### src/hdl/upd_pkg.sv
// package for the url percent decoder: item types, character codes, hex helpers
`timescale 1ns / 1ps
`default_nettype none
package upd_pkg;

  localparam int QUEUE_DEPTH_DEFAULT = 4;

  localparam logic [7:0] CHAR_PCT   = 8'h25;
  localparam logic [7:0] CHAR_PLUS  = 8'h2B;
  localparam logic [7:0] CHAR_SPACE = 8'h20;
  localparam logic [7:0] CHAR_0     = 8'h30;
  localparam logic [7:0] CHAR_9     = 8'h39;
  localparam logic [7:0] CHAR_LA    = 8'h61;
  localparam logic [7:0] CHAR_LF    = 8'h66;
  localparam logic [7:0] CHAR_UA    = 8'h41;
  localparam logic [7:0] CHAR_UF    = 8'h46;

  typedef struct packed {
    logic [7:0] char_in;
    logic       last_in;
  } in_item_t;

  typedef struct packed {
    logic [7:0] byte_out;
    logic       last_out;
  } out_item_t;

  // up to three bytes to emit for one input character, last flag on the final one
  typedef struct packed {
    logic [1:0]      count;
    logic [2:0][7:0] bytes;
    logic            last;
  } cmd_t;

  typedef enum logic [1:0] {
    PEND_NONE,
    PEND_PCT,
    PEND_HEX
  } pend_t;

  function automatic logic is_digit(input logic [7:0] c);
    is_digit = (c >= CHAR_0) && (c <= CHAR_9);
  endfunction

  function automatic logic is_hex(input logic [7:0] c);
    is_hex = is_digit(c) || ((c >= CHAR_LA) && (c <= CHAR_LF)) ||
             ((c >= CHAR_UA) && (c <= CHAR_UF));
  endfunction

  // letters a-f and A-F have low nibble 1..6
  function automatic logic [3:0] hex_val(input logic [7:0] c);
    hex_val = is_digit(c) ? c[3:0] : c[3:0] + 4'd9;
  endfunction

endpackage
`default_nettype wire

### src/hdl/upd_front.sv
// front part: holds escape state and turns each character into an emit command
`timescale 1ns / 1ps
`default_nettype none
module upd_front
  import upd_pkg::*;
(
  input  wire logic     clk,
  input  wire logic     rst,
  input  wire logic     accept,
  input  wire in_item_t item,
  output cmd_t          cmd
);

  pend_t      pend, pend_next;
  logic [7:0] hold, hold_next;

  logic [7:0] c;
  logic       c_hex;
  logic       pl_emit;
  logic [7:0] pl_byte;

  assign c     = item.char_in;
  assign c_hex = is_hex(c);

  // handling of a character when nothing is pending
  always_comb begin
    pl_emit = 1'b1;
    pl_byte = c;
    if (c == CHAR_PCT) begin
      pl_emit = item.last_in;
    end else if (c == CHAR_PLUS) begin
      pl_byte = CHAR_SPACE;
    end
  end

  always_comb begin
    pend_next = pend;
    hold_next = hold;
    case (pend)
      PEND_PCT: begin
        if (c_hex && !item.last_in) begin
          pend_next = PEND_HEX;
          hold_next = c;
        end else if (!c_hex && c == CHAR_PCT && !item.last_in) begin
          pend_next = PEND_PCT;
        end else begin
          pend_next = PEND_NONE;
        end
      end
      PEND_HEX: begin
        if (!c_hex && c == CHAR_PCT && !item.last_in) begin
          pend_next = PEND_PCT;
        end else begin
          pend_next = PEND_NONE;
        end
      end
      default: begin
        if (c == CHAR_PCT && !item.last_in) begin
          pend_next = PEND_PCT;
        end else begin
          pend_next = PEND_NONE;
        end
      end
    endcase
  end

  always_comb begin
    cmd       = '0;
    cmd.last  = item.last_in;
    case (pend)
      PEND_PCT: begin
        cmd.bytes[0] = CHAR_PCT;
        if (c_hex) begin
          if (item.last_in) begin
            cmd.count    = 2'd2;
            cmd.bytes[1] = c;
          end
        end else begin
          cmd.bytes[1] = pl_byte;
          cmd.count    = pl_emit ? 2'd2 : 2'd1;
        end
      end
      PEND_HEX: begin
        if (c_hex) begin
          cmd.count    = 2'd1;
          cmd.bytes[0] = {hex_val(hold), hex_val(c)};
        end else begin
          cmd.bytes[0] = CHAR_PCT;
          cmd.bytes[1] = hold;
          cmd.bytes[2] = pl_byte;
          cmd.count    = pl_emit ? 2'd3 : 2'd2;
        end
      end
      default: begin
        cmd.bytes[0] = pl_byte;
        cmd.count    = pl_emit ? 2'd1 : 2'd0;
      end
    endcase
  end

  always_ff @(posedge clk) begin
    if (rst) begin
      pend <= PEND_NONE;
      hold <= '0;
    end else if (accept) begin
      pend <= pend_next;
      hold <= hold_next;
    end
  end

`ifndef SYNTHESIS
  a_hold_is_hex: assert property (@(posedge clk) disable iff (rst)
    pend == PEND_HEX |-> is_hex(hold))
    else $error("held digit of a pending escape is not a hex digit");
`endif

endmodule
`default_nettype wire

### src/hdl/upd_queue.sv
// short command queue between the front and back parts
`timescale 1ns / 1ps
`default_nettype none
module upd_queue
  import upd_pkg::*;
#(
  parameter int DEPTH = QUEUE_DEPTH_DEFAULT
) (
  input  wire logic clk,
  input  wire logic rst,
  input  wire logic wr_en,
  input  wire cmd_t wr_data,
  output logic      full,
  input  wire logic rd_en,
  output cmd_t      rd_data,
  output logic      avail
);

  localparam int PW = (DEPTH > 1) ? $clog2(DEPTH) : 1;
  localparam int CW = $clog2(DEPTH + 1);

  cmd_t          slots [DEPTH];
  logic [PW-1:0] wr_ptr, rd_ptr;
  logic [CW-1:0] count;

  assign full    = (count == CW'(DEPTH));
  assign avail   = (count != '0);
  assign rd_data = slots[rd_ptr];

  function automatic logic [PW-1:0] bump(input logic [PW-1:0] p);
    bump = (p == PW'(DEPTH - 1)) ? '0 : p + 1'b1;
  endfunction

  always_ff @(posedge clk) begin
    if (wr_en) begin
      slots[wr_ptr] <= wr_data;
    end
  end

  always_ff @(posedge clk) begin
    if (rst) begin
      wr_ptr <= '0;
      rd_ptr <= '0;
      count  <= '0;
    end else begin
      if (wr_en) begin
        wr_ptr <= bump(wr_ptr);
      end
      if (rd_en) begin
        rd_ptr <= bump(rd_ptr);
      end
      if (wr_en && !rd_en) begin
        count <= count + 1'b1;
      end else if (rd_en && !wr_en) begin
        count <= count - 1'b1;
      end
    end
  end

`ifndef SYNTHESIS
  a_no_overflow: assert property (@(posedge clk) disable iff (rst)
    wr_en |-> !full)
    else $error("command written into a full queue");
  a_no_underflow: assert property (@(posedge clk) disable iff (rst)
    rd_en |-> avail)
    else $error("command read from an empty queue");
`endif

endmodule
`default_nettype wire

### src/hdl/upd_back.sv
// back part: plays out the bytes of each command, one per transfer
`timescale 1ns / 1ps
`default_nettype none
module upd_back
  import upd_pkg::*;
(
  input  wire logic clk,
  input  wire logic rst,
  input  wire logic avail,
  input  wire cmd_t next_cmd,
  output logic      take,
  input  wire logic pop,
  output logic      empty,
  output out_item_t out_item
);

  cmd_t       cur;
  logic       cur_valid;
  logic [1:0] idx;
  logic       at_end;
  logic       xfer;

  assign at_end = (idx == cur.count - 2'd1);
  assign xfer   = pop && cur_valid;
  assign take   = avail && (!cur_valid || (xfer && at_end));
  assign empty  = !cur_valid;

  assign out_item.byte_out = cur.bytes[idx];
  assign out_item.last_out = cur.last && at_end;

  always_ff @(posedge clk) begin
    if (take) begin
      cur <= next_cmd;
    end
  end

  always_ff @(posedge clk) begin
    if (rst) begin
      cur_valid <= 1'b0;
      idx       <= '0;
    end else begin
      if (take) begin
        cur_valid <= 1'b1;
        idx       <= '0;
      end else if (xfer) begin
        if (at_end) begin
          cur_valid <= 1'b0;
        end else begin
          idx <= idx + 2'd1;
        end
      end
    end
  end

`ifndef SYNTHESIS
  a_cmd_nonzero: assert property (@(posedge clk) disable iff (rst)
    cur_valid |-> (cur.count != 2'd0 && idx < cur.count))
    else $error("byte index outside the current command");
  a_idx_step: assert property (@(posedge clk) disable iff (rst)
    xfer && !at_end |=> cur_valid && idx == $past(idx) + 2'd1)
    else $error("byte index did not advance after a transfer");
`endif

endmodule
`default_nettype wire

### src/hdl/url_percent_decoder.sv
// top level of the url percent decoder
//
//   channel   direction  handshake          payload
//   in_item   in         push / full        char_in, last_in
//   out_item  out        pop / empty        byte_out, last_out
//
// one character is taken per cycle while the command queue has room
// each character yields zero to three bytes; the back part sends one byte per cycle
// while pop is high, so a broken escape keeps it busy for up to three bytes
// first byte of a character goes into the queue, then into cur, before it is on out_item
// rst clears the escape state, the queue and the output stage
// a stall on the output side fills the queue, then full goes high
`timescale 1ns / 1ps
`default_nettype none
module url_percent_decoder
  import upd_pkg::*;
#(
  parameter int QUEUE_DEPTH = QUEUE_DEPTH_DEFAULT
) (
  input  wire logic     clk,
  input  wire logic     rst,
  input  wire logic     push,
  output logic          full,
  input  wire in_item_t in_item,
  output logic          empty,
  input  wire logic     pop,
  output out_item_t     out_item
);

  logic accept;
  cmd_t front_cmd;
  cmd_t q_cmd;
  logic q_avail;
  logic q_take;

  assign accept = push && !full;

  upd_front u_front (
    .clk    (clk),
    .rst    (rst),
    .accept (accept),
    .item   (in_item),
    .cmd    (front_cmd)
  );

  upd_queue #(
    .DEPTH (QUEUE_DEPTH)
  ) u_queue (
    .clk     (clk),
    .rst     (rst),
    .wr_en   (accept && front_cmd.count != 2'd0),
    .wr_data (front_cmd),
    .full    (full),
    .rd_en   (q_take),
    .rd_data (q_cmd),
    .avail   (q_avail)
  );

  upd_back u_back (
    .clk      (clk),
    .rst      (rst),
    .avail    (q_avail),
    .next_cmd (q_cmd),
    .take     (q_take),
    .pop      (pop),
    .empty    (empty),
    .out_item (out_item)
  );

endmodule
`default_nettype wire

### config.mk
export PLATFORM = sky130hd
export DESIGN_NAME = url_percent_decoder
export DESIGN_NICKNAME = d
export VERILOG_FILES = /design/src/hdl/upd_pkg.sv /design/src/hdl/upd_front.sv /design/src/hdl/upd_queue.sv /design/src/hdl/upd_back.sv /design/src/hdl/url_percent_decoder.sv
export SDC_FILE = /design/constraint.sdc
export NUM_CORES = 1
export LEC_CHECK = 0
export ABC_AREA = 1
export BUFFER_PORTS_ARGS = -buffer_cell sky130_fd_sc_hd__buf_2
export CAP_MARGIN = 20
export CORE_MARGIN = 1
export CORE_UTILIZATION = 35
export DETAILED_ROUTE_END_ITERATION = 10
export GPL_TIMING_DRIVEN = 0
export PLACE_DENSITY = 0.48
export SLEW_MARGIN = 20
export SYNTH_ARGS = -nofsm -noshare
export SYNTH_HDL_FRONTEND = slang
export SYNTH_SLANG_ARGS = --single-unit
### constraint.sdc
create_clock -name clk -period 4.6 [get_ports clk]
set_input_delay 0.46 -clock clk [delete_from_list [all_inputs] [get_ports clk]]
set_output_delay 0.46 -clock clk [all_outputs]
set_load 0.03 [all_outputs]
### Word level (Yosys, flattened, before mapping)

Memory sizes are Yosys's and may differ from the RTL's. A register that Yosys moved wholly into a read port is not among the register bits.
Index checks and enable logic that the tools add are counted.
W data, S select, Z words.

* register bits after elaboration: 20
* memory bits (writable): 108
* input bits: 13
* output and inout port bits: 11
* logic and storage cells: 102
* memories: 1

Memory list
* u_queue.slots: depth 4, width 27, rd ports 1, clocked after memory_dff 1, wr ports 1, RTL line upd_queue.sv:22 `cmd_t slots [DEPTH];`

* add/sub/neg operators: 8
* magnitude comparators: 9
* equal/unequal tests: 8
* multiplexer cells: 34
* bitwise gates (word level): 1
* reductions and logical operators: 34

Operators by type and width (count)
* $mux W8: 7
* $pmux W8 S2: 2
* $bmux W8 S2: 1
* $eq A8 B6 Y1 const B: 2
* $ge A8 B6 Y1 const B: 2
* $ge A8 B7 Y1 const B: 2
* $le A8 B6 Y1 const B: 2
* $le A8 B7 Y1 const B: 2
* $logic_and A1 B1 Y1: 16
* $mux W16: 1
* $mux W2: 7
* $mux W1: 10
* $add A4 B4 Y4 const B: 2
* $mux W4: 2
* $pmux W2 S2: 2
* $reduce_bool A2 Y1: 4
* $add A2 B1 Y2 const B: 3
* $eq A2 B2 Y1 const B: 3
* $logic_not A1 Y1: 6
* $mux W3: 2
* $reduce_and A2 Y1: 2
* $add A3 B1 Y3 const B: 1
* $eq A3 B3 Y1 const B: 1
* $logic_or A1 B1 Y1: 3
* 9 further kinds: 9

### Longest topological paths before layout

* depth after elaboration: 12
* depth in mapped cells: 22
* depth with buffers taken out: 21

### Modules after synthesis

A second synthesis with hierarchy kept.

* cell total of the unflattened synthesis: 655
* area, all modules: 7060.5 um^2

Modules (own cells, without submodules)
* upd_queue: instances 1, cells an instance 321, area an instance 4513.1 um^2, sequential area each 3423.3 um^2
* upd_front: instances 1, cells an instance 228, area an instance 1296.2 um^2, sequential area each 200.2 um^2
* upd_back: instances 1, cells an instance 101, area an instance 1232.4 um^2, sequential area each 870.8 um^2
* url_percent_decoder: instances 1, cells an instance 5, area an instance 18.8 um^2, sequential area each 0.0 um^2

### Worst setup path before layout

OpenSTA, ideal clock, no wires.

* path kind: input to register
* start point: input port in_item[1] (netlist bit)
* end point: memory u_queue.slots[0][0] (netlist bit), enable pin
* setup time: 389 ps
* arrival: 2289 ps
* required time: 4211 ps
* slack: 1922 ps
* cell stages on the path: 12
* buffers on the path: 1
* cell sequence: inv_1 -> ha_1 -> nand2_2 -> o211ai_1 -> nand2_2 -> nand4_2 -> buf_6 -> nand2_4 -> nand2_4 -> nand2_4 -> nand2_4 -> nor2_2

* longest elaborated chain between the ends: 10
* elaborated cells on any way between the ends: 23
* classes of those cells: order compare (6); eq/ne (1); mux (9); reduce/logical (7)

Ends and longest elaborated chain
* from (decl): RTL line url_percent_decoder.sv:24 `input wire in_item_t in_item,`
* $ge A8 B6 Y1 (tied with other cells): RTL line upd_pkg.sv:42 `is_digit = (c >= CHAR_0) && (c <= CHAR_9);`
* $logic_and A1 B1 Y1 (on tied branches): RTL line upd_pkg.sv:42, upd_pkg.sv:46
* $logic_or A1 B1 Y1 (2 in series): RTL line upd_pkg.sv:46 `is_hex = is_digit(c) || ((c >= CHAR_LA) && (c <= CHAR_LF)) ||`
* $mux W2 (on tied branches): RTL line upd_front.sv:84, upd_front.sv:73
* $pmux W2 S2 (*): RTL line upd_front.sv:70 `case (pend)`
* $reduce_bool A2 Y1 (*): RTL line url_percent_decoder.sv:51 `.wr_en (accept && front_cmd.count != 2'd0),`
* $logic_and A1 B1 Y1 (*): RTL line url_percent_decoder.sv:51
* $mux W1 (*): RTL line upd_queue.sv:35 `if (wr_en) begin`
* $mux W1 (not written as such) (*): RTL line upd_queue.sv:36 `slots[wr_ptr] <= wr_data;`
* to (decl): RTL line upd_queue.sv:22

Every way passes the cells marked *; elsewhere a longest branch is shown, timed or not.

### Final worst setup path

* start point: register u_back.idx[1]
* end point: register u_queue.count[1]

* longest elaborated chain between the ends: 7
* elaborated cells on any way between the ends: 9
* classes of those cells: eq/ne (1); mux (1); reduce/logical (7)

Ends and longest elaborated chain
* from (decl): RTL line upd_back.sv:19 `logic [1:0] idx;`
* from (signal assigned): RTL line upd_back.sv:49 `idx <= idx + 2'd1;`
* $eq A2 B2 Y1 (*): RTL line upd_back.sv:23 `assign at_end = (idx == cur.count - 2'd1);`
* $logic_and A1 B1 Y1 (*): RTL line upd_back.sv:25 `assign take = avail && (!cur_valid || (xfer && at_end));`
* $logic_or A1 B1 Y1 (*): RTL line upd_back.sv:25
* $logic_and A1 B1 Y1 (*): RTL line upd_back.sv:25
* $logic_not A1 Y1: RTL line upd_queue.sv:52 `if (wr_en && !rd_en) begin`
* $logic_and A1 B1 Y1: RTL line upd_queue.sv:52
* $mux W3 / $reduce_bool A2 Y1 (equally long branches)
* to (signal assigned): RTL line upd_queue.sv:53 `count <= count + 1'b1;`
* to (signal assigned): RTL line upd_queue.sv:55 `count <= count - 1'b1;`
* to (decl): RTL line upd_queue.sv:24 `logic [CW-1:0] count;`

Marked as above.
A chain may end at the register's enable or synchronous reset.

==> out/results.txt <==
Dividing the detail-routed wire length by the instance count gives 17.8 um. The number of failing setup endpoints in the final timing report was 0; the placed cell area was 0.00733 mm^2. TritonCTS built the clock tree.

Clock skew on the completed layout was measured at 0.00726 ns. Number of register bits inferred by synthesis: 155. Entering global routing, the biggest net connects 28 pins.

From synthesis to final layout, the design area changed by 16.2%. Dividing total power by cell area gives a power density of 598 mW/mm^2. The multiplexer share of the synthesized area is 0%. The area share of and/or/nand/nor cells after synthesis was 13.1%. The synthesized netlist contains 39 unique library cells. Each instance of the synthesized netlist takes up on average 11.2 um^2. In this run the worst path has a maximum fanout of 10. The total chip power was 4.73 mW; the cell count of the worst reg-to-reg path was 10. The post-detailed-route via-to-cell ratio is 5.00.

Once detail routing completed, the nets flagged for antenna violations numbered 0. The first global-routing pass estimated 25.5 mm of wire. The initial utilization of the core area, before any placement, comes to 36.0%. In this run, the number of DRC markers left after iteration 0 of detailed routing was 269. Adding up every negative setup slack in the final design gives 0 ns. The clock-pin transition on the worst setup and hold timing paths was 0.06 ns. The worst-case IR drop observed on VDD is 0.298 mV. In this run the tightest slew margin relative to its limit is 40.6%. The number of buffers on the longest clock path came out at 2. The dominant combinational cell family by area after synthesis was simple AND/OR/NAND/NOR gates. Measured along the y axis, the die boundary spans 141 um. The depth of the worst hold-timing path is 2, and the highest attainable clock frequency is 346 MHz. The congestion estimate from routability-driven global placement came to 0.896. STA classifies the critical path startpoint as a flop.

The number of nets in the layout was 682; the leakage dissipation was 2.83 nW. Worst path required time: 4.91 ns. The tools report the antenna diode count as 0.

The tools report the worst endpoint data arrival time as 3.20 ns. The run gives 0 as the max-slew violation total from the final report. For the finished layout, the period the worst path requires is 2.89 ns. Summing all non-filler instances in the final layout gives an area of 0.00791 mm^2. The first detailed-routing pass ran for 5 iterations. After synthesis, flip-flops and latches occupy 65.5% of the total area. Summing the areas of all compound-gate instances in the mapped netlist gives 12.7% of the synthesized area.

The total I/O pin count was 24. The floorplan step defined a die boundary enclosing 0.0200 mm^2. The post-route netlist has 12.6% of its cells at a drive strength greater than 1. At the pin with the least slew margin, the transition time is 0.890 ns. The tool flagged a number of max-cap violations equal to 0. After Yosys synthesis, full adders, half adders and majority gates account for 3.24% of the synthesized area. The tools report the number of warnings issued by yosys as 0.

The critical setup path kind is flop to flop. The number of input and output port buffers inserted was 21; the synthesized cell area was 0.00680 mm^2. Cells fill 41.8% of the core in the end.

The count of final hold-check violations is 0. Summed over all layers, the routed wires come to 16.5 mm. The tools report the number of buffers inserted to repair setup after CTS as 0.

The flow ran to the end, and the final reports show no timing, DRC or antenna violations. The number of hold buffers added after CTS was 0. The clock sink total came out at 155. The aggregate global-route resource usage was 17.7%; the later-pin clock latency in the skew report was 0.43 ns. For the deepest level of the CTS H-tree, the log shows 4.

After floorplanning, the core was sized to cover 0.0189 mm^2. Summed over all layers, the global routing overflow is 0. The x dimension of the die is 141 um. The buffer cell driving the clock tree root is sky130_fd_sc_hd__clkbuf_16. The number of nets handed over by synthesis was 638. The synthesized netlist devotes 0.386% of its cell area to XOR and XNOR gates. STA classifies the critical path endpoint as a flop. The post-cts sizing count is 0. The floorplan has 50 rows. The detailed router placed 4622 vias in this run. The number of buffers created by CTS was 17.

Classification of the worst-slack hold path: input port to flop. Number of global-route vias before repair: 4616. Setup repair after global routing left no endpoint under its margin.

After technology mapping, the gate count stands at 608. Summed over all nets, the half-perimeter wirelength after detailed placement is 11.7 mm. The logs give 0 for the number of antenna violations at the first check in global routing and 0 for the DRC violation count after routing. In the finished design, the share of the clock period the worst path needs comes to 62.8%.
[state kept, by name, summed over array words and instances, names as in the netlist]
name,cells
u_front.pend,2
u_front.hold,8
u_queue.slots,108
u_back.idx,2
u_queue.wr_ptr,2
u_queue.count,3
u_back.cur_valid,1
u_queue.rd_ptr,2
u_back.cur,27
[critical path: stages, from the launching register on]
cell and delay, ns:
sky130_fd_sc_hd__dfxtp_1 0.29, sky130_fd_sc_hd__buf_2 0.17, sky130_fd_sc_hd__xnor2_1 0.20, sky130_fd_sc_hd__nand3_1 0.14
sky130_fd_sc_hd__a31oi_1 0.63, sky130_fd_sc_hd__o21ai_2 0.31, sky130_fd_sc_hd__ha_1 0.29, sky130_fd_sc_hd__inv_1 0.11
sky130_fd_sc_hd__fa_1 0.40, sky130_fd_sc_hd__o21ai_0 0.17, sky130_fd_sc_hd__a21oi_1 0.06
[per-stage QoR]
step           instances  hold WS [ns]  worst slack (ns)
2_1_floorplan        608         0.431              1.92
3_3_place_gp         889         0.464             0.831
3_5_place_dp         893         0.461              1.30
4_1_cts              925         0.264              1.75
5_1_grt              925         0.265              1.53
6_report             925         0.273              1.71
[per-layer routing]
metal | share of wire [%] | wire (um) | GRT usage (%) | up-vias
met4 | 2.3 | 386 | 7.24 | 0
li1 | - | - | - | 2251
met1 | 48 | 7820 | 23.5 | 2232
met3 | 3.6 | 589 | 3.54 | 27
met2 | 47 | 7670 | 28.3 | 112
met5 | 0 | 0 | 0 | -
[area by class of cell]
type	instances	area, um^2
multi-input cells	369	2020
clock inverters	10	119
flip-flops and latches	155	4450
repair buffers	25	185
inverters	55	209
fillers	1836	11000
well taps	260	325
clock buffers	22	454
plain buffers	29	141
[power breakdown]
part	switching, mW	total [mW]	internal [mW]
Sequential	0.0942	2.00	1.91
Combinational	1.00	1.38	0.374
Clock	0.540	1.35	0.813
Total	1.64	4.73	3.10
[cells by family after synthesis]
family                   after synthesis
AO/OA/AOI/OAI                        152
XOR/XNOR                               3
flip-flops                           155
buffers and inverters                 84
adder cells (fa/ha/maj)               17
AND/OR/NAND/NOR                      197
[Yosys cell counts, drive strengths merged]
cell | instances | area share [%]
edfxtp | 135 | 60
nor2 | 101 | 5.8
o21ai | 76 | 5.6
nand2 | 55 | 3.6
inv | 53 | 3.0
a21oi | 28 | 2.2
nand3 | 28 | 2.2
o22ai | 28 | 2.6
dfxtp | 20 | 5.9
clkbuf | 18 | 0.99
ha | 16 | 2.9
o31ai | 12 | 1.3
buf | 11 | 1.1
nand4 | 8 | 0.92
o211ai | 4 | 0.44
clkinv | 2 | 0.11
nor3 | 2 | 0.15
nor3b | 2 | 0.22
xor2 | 2 | 0.26
a21boi | 1 | 0.11
a22o | 1 | 0.13
a31oi | 1 | 0.092
fa | 1 | 0.29
nand3b | 1 | 0.11
o32ai | 1 | 0.13
xnor2 | 1 | 0.13
[cells in the final DEF (no fill, tap or decap), types with 3 or more instances in the layout]
| cell type | synthesis | layout |
|---|---|---|
| sky130_fd_sc_hd__nor2_1 | 95 | 95 |
| sky130_fd_sc_hd__nor2_4 | 0 | 4 |
| sky130_fd_sc_hd__o21ai_1 | 3 | 3 |
| sky130_fd_sc_hd__buf_2 | 2 | 23 |
| sky130_fd_sc_hd__ha_1 | 16 | 16 |
| sky130_fd_sc_hd__inv_2 | 4 | 4 |
| sky130_fd_sc_hd__nand2_1 | 47 | 47 |
| sky130_fd_sc_hd__buf_1 | 4 | 4 |
| sky130_fd_sc_hd__clkbuf_16 | 0 | 17 |
| sky130_fd_sc_hd__clkinvlp_4 | 0 | 3 |
| sky130_fd_sc_hd__buf_6 | 3 | 3 |
| sky130_fd_sc_hd__nand3_1 | 27 | 27 |
| sky130_fd_sc_hd__o22ai_1 | 28 | 28 |
| sky130_fd_sc_hd__a21oi_1 | 27 | 27 |
| sky130_fd_sc_hd__inv_1 | 48 | 48 |
| sky130_fd_sc_hd__nand2_2 | 4 | 4 |
| sky130_fd_sc_hd__nand2_4 | 4 | 4 |
| sky130_fd_sc_hd__buf_12 | 0 | 4 |
| sky130_fd_sc_hd__nand4_1 | 6 | 6 |
| sky130_fd_sc_hd__o21ai_0 | 72 | 72 |
| sky130_fd_sc_hd__edfxtp_1 | 135 | 135 |
| sky130_fd_sc_hd__clkbuf_1 | 18 | 22 |
| sky130_fd_sc_hd__o211ai_1 | 4 | 4 |
| sky130_fd_sc_hd__o31ai_1 | 12 | 12 |
| sky130_fd_sc_hd__dfxtp_1 | 20 | 20 |
[final timing paths]
kind	from	to	slack, ns
max	u_back.idx[1]$_SDFFE_PP0P_	u_queue.count[1]$_SDFFE_PP0P_	1.71
max reg2reg	u_back.idx[1]$_SDFFE_PP0P_	u_queue.count[1]$_SDFFE_PP0P_	1.71
min	rst	u_front.hold[6]$_SDFFE_PP0P_	0.27
min reg2reg	u_front.hold[7]$_SDFFE_PP0P_	u_front.hold[7]$_SDFFE_PP0P_	0.47
Power figures use the tool's default switching activity.
